$ cat src/hw/rtl/wcpd_pkg.sv
package wcpd_pkg;

	localparam int LANES = 4;
	localparam int SAMPLE_BITS = 16;
	localparam int MAX_COLUMNS = 16000;
	localparam int COL_BITS = 14;
	localparam int LEN_BITS = 32;
	localparam int CH_BITS = 3;
	localparam int SUM_BITS = 64;
	localparam int CNT_BITS = 34;
	localparam int SQ_BITS = 2 * SAMPLE_BITS;
	// lane merge adds at most LANES squares
	localparam int LSUM_BITS = SQ_BITS + 2;

	localparam logic [1:0] REG_RANGE_LENGTH = 2'd0;
	localparam logic [1:0] REG_NUM_COLUMNS = 2'd1;
	localparam logic [1:0] REG_ACTIVE_CHANNELS = 2'd2;

	typedef logic signed [SAMPLE_BITS-1:0] sample_t;

	typedef struct packed {
		logic    en;
		sample_t v;
		logic [SQ_BITS-1:0] sq;
	} lane_res_t;

	typedef struct packed {
		sample_t mn;
		sample_t mx;
		logic [LSUM_BITS-1:0] sq;
		logic [2:0] cnt;
	} frame_sum_t;

	typedef struct packed {
		sample_t mn;
		sample_t mx;
		logic [SAMPLE_BITS-1:0] rms;
		logic [COL_BITS-1:0] rep;
		logic done;
		logic last;
	} result_t;

endpackage

$ cat src/hw/rtl/wcpd_merge.sv
// Combine lane results of one frame into min, max, square sum and count.
module wcpd_merge (
	input  wcpd_pkg::lane_res_t  lanes [wcpd_pkg::LANES],
	output wcpd_pkg::frame_sum_t fs
);
	always_comb begin
		fs.mn = lanes[0].v;
		fs.mx = lanes[0].v;
		fs.sq = '0;
		fs.cnt = '0;
		for (int i = 0; i < wcpd_pkg::LANES; i++) begin
			if (lanes[i].en) begin
				if (lanes[i].v < fs.mn) fs.mn = lanes[i].v;
				if (lanes[i].v > fs.mx) fs.mx = lanes[i].v;
				fs.sq = fs.sq + wcpd_pkg::LSUM_BITS'(lanes[i].sq);
				fs.cnt = fs.cnt + 3'd1;
			end
		end
	end
endmodule

$ cat config.mk
export PLATFORM = sky130hd
export DESIGN_NAME = wcpd_merge
export DESIGN_NICKNAME = d
export VERILOG_FILES = /design/src/hw/rtl/wcpd_pkg.sv /design/src/hw/rtl/wcpd_merge.sv
export SDC_FILE = /design/constraint.sdc
export NUM_CORES = 1
export LEC_CHECK = 0
export BUFFER_PORTS_ARGS = -buffer_cell sky130_fd_sc_hd__buf_2
export CELL_PAD_IN_SITES_DETAIL_PLACEMENT = 1
export CELL_PAD_IN_SITES_GLOBAL_PLACEMENT = 2
export CORE_ASPECT_RATIO = 1.5
export CORE_MARGIN = 2
export CORE_UTILIZATION = 31
export DETAILED_ROUTE_END_ITERATION = 6
export PLACE_DENSITY_LB_ADDON = 0.3
export SYNTH_ARGS = -nofsm -noshare
export SYNTH_HDL_FRONTEND = slang
export SYNTH_SLANG_ARGS = --single-unit
export TNS_END_PERCENT = 5
$ cat constraint.sdc
create_clock -name vclk -period 8.94
set_clock_uncertainty 0.15 [all_clocks]
set_input_delay 0.894 -clock vclk [all_inputs]
set_output_delay 0.894 -clock vclk [all_outputs]
set_load 0.03 [all_outputs]
==> results of run 1 <==
cell usage in the layout (no fill, tap or decap), types with 15 or more instances in the layout:
cell type and n:
inv_1 119, and2_1 23, nor2b_1 18, nand3_1 22, and3_1 17, mux2i_1 38, a21o_1 60, buf_2 264
mux2_2 65, nand4_1 24, ha_1 165, a21oi_1 121, xnor2_1 51, xor2_1 32, o21a_1 18, nor4_1 15
a211o_1 31, nand2_1 96, o21bai_1 25, nor2_1 114, nor3_1 19, o2bb2ai_1 18, o21ai_0 75, buf_4 147
layer usage:
| metal | wire, um | up-vias | GRT usage (%) |
|---|---|---|---|
| li1 | - | 6061 | - |
| met1 | 15500 | 5815 | 23.3 |
| met2 | 23600 | 307 | 47.9 |
| met3 | 1390 | 104 | 1.52 |
| met4 | 2330 | 2 | 11.6 |
| met5 | 13 | - | 0 |
logic make-up after synthesis:
| logic type | synth area share, % |
|---|---|
| and+or+nand+nor | 19.3 |
| buffers and inverters | 7.04 |
| xor gates and xnor gates | 7.14 |
| AOI/OAI and AO/OA | 32.0 |
| adders and majority gates | 22.1 |
| muxes | 12.5 |
repair_timing:
| item | CTS | global route |
|---|---|---|
| gates resized for setup | 10 | 74 |
| hold buffers | 0 | 0 |
| buffers inserted | 2 | 15 |
| cloned | 0 | 1 |
| pin swaps | 2 | 31 |
| setup endpoints to repair | 31 | 43 |
metrics by stage:
step | utilization (%) | hold slack, ps | total power [W] | area (sq um)
after floorplan | - | 1860 | 0.00121 | 10200
after global placement | 39.6 | 2060 | 0.00174 | 12900
after detailed placement | 39.6 | 2050 | 0.00177 | 12900
after CTS | 39.8 | 2050 | 0.00179 | 13000
after global routing | 41.3 | 2080 | 0.00203 | 13400
final | 41.3 | 2050 | 0.00186 | 13400
worst min-delay path, cell delays in order:
cell,delay [ps]
buf_2,130
inv_1,50
mux2i_1,50
buf_2,180
cell type report:
cell class / count / area, sq um / share of cell area, %
Multi-Input combinational cell: 1257 / 9850 / 73.3
Timing Repair Buffer: 421 / 2590 / 19.3
Tap cell: 415 / 519 / 3.86
Inverter: 120 / 450 / 3.35
Antenna cell: 12 / 30.0 / 0.223
power breakdown:
part	total [W]	leakage [nW]	internal [W]	switching (W)
registers	0	0	0	0
logic	0.00186	6.92	0.000786	0.00107
clock network	0.000000000180	0.0000761	0.000000000180	0
how the worst min path moves through the flow:
stage | to
after floorplan | fs[37]
after global placement | fs[41]
after detailed placement | fs[50]
after CTS | fs[50]
after global routing | fs[40]
final | fs[50]
==> flow_metrics.env, run 1 <==
export IMPL_holdCritPathClass="primary input to output port"
export IMPL_yosysSeqAreaShare_pct=0
export IMPL_grt_pass1_vias=13100
export IMPL_antenna_found_initial=11
export IMPL_final_cells=2225
export IMPL_crit_required_ps=7900
export IMPL_start_kind="primary input"
export IMPL_hold_depth=4
export IMPL_synth_top_cell_area_share_pct=21.5
export IMPL_syn_area_sq_mm=0.0102
export IMPL_grt_pass1_wl_mm=65.7
export IMPL_wl_per_cell_um=19.2
export IMPL_nClkBuffers=0
export IMPL_gp_congestion=0.915
export IMPL_final_seq_area_sq_um=0
export IMPL_max_freq_mhz=115
export IMPL_vias=12300
export IMPL_syn2layout_area_growth_pct=32.1
export IMPL_ant_nets=0
export IMPL_max_cap_violations=0
export IMPL_max_slew_margin_pct=24.9
export IMPL_crit_path_end="fs[63]"
export IMPL_powerDensity_mw_per_mm2=138
export IMPL_fillCellCount=4180
export IMPL_cp_max_fo=16
export IMPL_ys_warn_count=0
export IMPL_drc=0
export IMPL_dp_hpwl_mm=37.1
export IMPL_die_y_um=226
export IMPL_drtIter0Drc=322
export IMPL_synth_commonest_cells="ha_1, a21oi_1, inv_1"
export IMPL_synth_area_leaders="ha_1, mux2_2, a21oi_1"
export IMPL_tns_ps=0
export IMPL_yosysUniqueCellTypes=76
export IMPL_dr_pass1_iters=4
export IMPL_hold_violations=0
export IMPL_rsz0062_at_grt="yes"
export IMPL_grt_ovfl_total=0
export IMPL_critical_path_top_delay_family="compound AO/OA/AOI/OAI gates"
export IMPL_status="finished clean"
export IMPL_path_buf_inv=7
export IMPL_dieArea_sq_mm=0.0343
export IMPL_critPathMaxStageDelay_ps=500
export IMPL_initial_core_util_pct=31.3
export IMPL_finalCritPeriodShare_pct=97.4
export IMPL_place_inst=2195
export IMPL_endpoint_kind="output port"
export IMPL_seq_cells=0
export IMPL_synth_nets=1808
export IMPL_syn_inst=1434
export IMPL_drv_slew=0
export IMPL_yosysTopAreaCell="ha_1"
export IMPL_p_leak_nw=6.92
export IMPL_hp_start="lanes[45]"
export IMPL_worstSetupPathType="primary input to output port"
export IMPL_drive_above_1_share_pct=31.6
export IMPL_crit_top_cell="buf_4"
export IMPL_avgSynthCellArea_sq_um=7.10
export IMPL_wl_mm=42.8
export IMPL_num_io_pins=265
export IMPL_setup_viol=0
export IMPL_final_nets=2174
export IMPL_fin_crit_ps=8710
export IMPL_viasPerCell=5.52
export IMPL_yosysMostFrequentCell="ha_1"
export IMPL_numPortBuffers=265
export IMPL_max_vdd_ir_drop_v=0.0000966
export IMPL_timing_critical_path_slowest_stage_cell="or4_1"
export IMPL_setup_slack_ps=230
export IMPL_coreArea_sq_mm=0.0325
export IMPL_cp_depth=32
export IMPL_grt_usage_pct=23.3
export IMPL_grt_max_degree=55
export IMPL_die_w_um=152
export IMPL_worst_pin_slew_ps=1120
export IMPL_fp_row_count=81
export IMPL_crit_path_start="lanes[139]"
export IMPL_dp_slack_ps=-240
export IMPL_cp_arrival_ps=7670
No activity file was read; power rests on OpenSTA's default activity.
==> run 2, diff against run 1 <==
--- a/config.mk
+++ b/config.mk
@@ -5,13 +5,15 @@
 export SDC_FILE = /design/constraint.sdc
 export NUM_CORES = 1
 export LEC_CHECK = 0
-export BUFFER_PORTS_ARGS = -buffer_cell sky130_fd_sc_hd__buf_2
+export ABC_AREA = 1
+export BUFFER_PORTS_ARGS = -buffer_cell sky130_fd_sc_hd__buf_4
 export CELL_PAD_IN_SITES_DETAIL_PLACEMENT = 1
 export CELL_PAD_IN_SITES_GLOBAL_PLACEMENT = 2
 export CORE_ASPECT_RATIO = 1.5
 export CORE_MARGIN = 2
-export CORE_UTILIZATION = 31
+export CORE_UTILIZATION = 27
 export DETAILED_ROUTE_END_ITERATION = 6
+export MAX_ROUTING_LAYER = met4
 export PLACE_DENSITY_LB_ADDON = 0.3
 export SYNTH_ARGS = -nofsm -noshare
 export SYNTH_HDL_FRONTEND = slang
==> flow_metrics.env, run 2 <==
export IMPL_grt_usage_pct=20.9
export IMPL_wl_mm=35.4
export IMPL_start_kind="primary input"
export IMPL_max_cap_violations=0
export IMPL_hold_violations=0
export IMPL_viasPerCell=4.93
export IMPL_syn_inst=1517
export IMPL_final_common_cell="nand2_1"
export IMPL_num_io_pins=265
export IMPL_yosysMostFrequentCell="nand2_1"
export IMPL_wl_met3_mm=1.84
export IMPL_synth_commonest_cells="nand2_1, inv_1, ha_1"
export IMPL_avgSynthCellArea_sq_um=5.78
export IMPL_setup_slack_ps=783
export IMPL_multi_input_area_sq_mm=0.00780
export IMPL_grt_ovfl_total=0
export IMPL_endpoint_kind="output port"
export IMPL_syn_area_sq_mm=0.00877
export IMPL_critPathMaxStageDelay_ps=400
export IMPL_nClkBuffers=0
export IMPL_powerDensity_mw_per_mm2=141
export IMPL_drv_slew=0
export IMPL_cp_arrival_ps=7110
export IMPL_rsz0062_at_grt="no"
export IMPL_wl_per_cell_um=16.4
export IMPL_final_seq_area_sq_um=0
export IMPL_crit_required_ps=7900
export IMPL_fin_crit_ps=8160
export IMPL_initial_core_util_pct=27.5
export IMPL_crit_path_start="lanes[195]"
export IMPL_finalCritPeriodShare_pct=91.2
export IMPL_timing_critical_path_slowest_stage_cell="ha_1"
export IMPL_holdBufCountCts=0
export IMPL_cp_max_fo=34
export IMPL_seq_cells=0
export IMPL_die_w_um=151
export IMPL_synth_nets=1891
export IMPL_yosysSeqAreaShare_pct=0
export IMPL_grt_max_degree=62
export IMPL_p_leak_nw=6.17
export IMPL_status="finished clean"
export IMPL_gp_congestion=0.887
export IMPL_antenna_found_initial=0
export IMPL_ant_nets=0
export IMPL_dieArea_sq_mm=0.0340
export IMPL_drc=0
export IMPL_dr_pass1_iters=4
export IMPL_dp_slack_ps=529
export IMPL_numPortBuffers=265
export IMPL_max_vdd_ir_drop_v=0.0000424
export IMPL_yosysUniqueCellTypes=50
export IMPL_crit_top_cell="nand2_1"
export IMPL_tns_ps=0
export IMPL_ys_warn_count=0
export IMPL_coreArea_sq_mm=0.0319
export IMPL_final_nets=2119
export IMPL_synth_area_leaders="ha_1, nand2_1, o21ai_0"
export IMPL_met1Wirelength_mm=13.4
export IMPL_fillCellCount=4310
export IMPL_synth_top_cell_area_share_pct=25.0
export IMPL_n_antenna_cell=0
export IMPL_dr_max_layer_used="met4"
export IMPL_drive_above_1_share_pct=18.8
export IMPL_postCtsSetupRepairBufs=0
export IMPL_max_freq_mhz=123
export IMPL_setup_viol=0
export IMPL_cts_resized=0
export IMPL_vias=10600
export IMPL_grt_pass1_vias=11200
export IMPL_dp_hpwl_mm=31.9
export IMPL_drtIter0Drc=284
export IMPL_holdCritPathClass="primary input to output port"
export IMPL_fp_row_count=80
export IMPL_syn2layout_area_growth_pct=27.0
export IMPL_grt_pass1_wl_mm=54.9
export IMPL_max_slew_margin_pct=50.6
export IMPL_hp_start="lanes[40]"
export IMPL_worstSetupPathType="primary input to output port"
export IMPL_final_cell_mix="nand2_1, buf_4, inv_1"
export IMPL_met2WireLength_mm=18.9
export IMPL_die_y_um=225
export IMPL_worst_pin_slew_ps=733
export IMPL_yosysTopAreaCell="ha_1"
==> run 2: cell count changes after synthesis, moves of 23 or more <==
cell / before / now
a211o_1: 31 / 0
nor2_1: 114 / 54
nand3_1: 22 / 45
o21ai_0: 85 / 160
mux2_2: 65 / 0
nand2_1: 99 / 422
mux2i_1: 40 / 0
a21o_1: 60 / 5
inv_1: 119 / 206
==> run 2: power by group <==
part	switching [W]	total, W	internal (W)
combinational	0.000986	0.00158	0.000589
sequential	0	0	0
clock	0	0	0
total	0.000986	0.00158	0.000589
==> run 2: critical path: cells and delay by family <==
family	cells	cell delay, ps
fa+ha+maj	3	1060
xor+xnor	2	320
buf+inv	3	480
compound gates	13	2240
simple gates	24	2110
==> run 2: cell families (layout without fill, tap and decap cells) <==
family	count (synthesis)	after routing	synth area share, %
buffers and inverters	254	480	11.1
xor gates and xnor gates	84	84	8.39
and+or+nand+nor	620	620	30.6
adders and majority gates	178	178	25.6
AOI/OAI and AO/OA	381	381	24.2
==> run 2: area by class of cell <==
class / instances / area share (%)
timing repair buffer: 272 / 18.4
tap: 410 / 4.61
multi-input combinational: 1263 / 70.0
inverter: 208 / 7.01
==> run 2: metrics by stage <==
| stage | total power (W) | util [%] | hold WS, ps | area (sq um) | std cells |
|---|---|---|---|---|---|
| 2_1_floorplan | 0.00107 | - | 1870 | 8770 | 1517 |
| 3_3_place_gp | 0.00157 | 34.9 | 2030 | 11100 | 2153 |
| 6_report | 0.00158 | 34.9 | 2030 | 11100 | 2153 |
| 5_1_grt | 0.00175 | 34.9 | 2050 | 11100 | 2153 |
| 3_5_place_dp | 0.00159 | 34.9 | 2030 | 11100 | 2153 |
| 4_1_cts | 0.00159 | 34.9 | 2030 | 11100 | 2153 |
==> run 2: path summary, 6_finish.rpt <==
path  endpoint  slack (ps)  cells after the start
max     fs[36]         780                     45
min     fs[45]        2030                      4
==> run 2: routing by layer <==
| layer | vias to the layer above | GRT usage [%] |
|---|---|---|
| li1 | 5529 | - |
| met1 | 4827 | 21.0 |
| met2 | 214 | 41.0 |
| met3 | 42 | 3.00 |
| met4 | 0 | 5.49 |
| met5 | - | - |
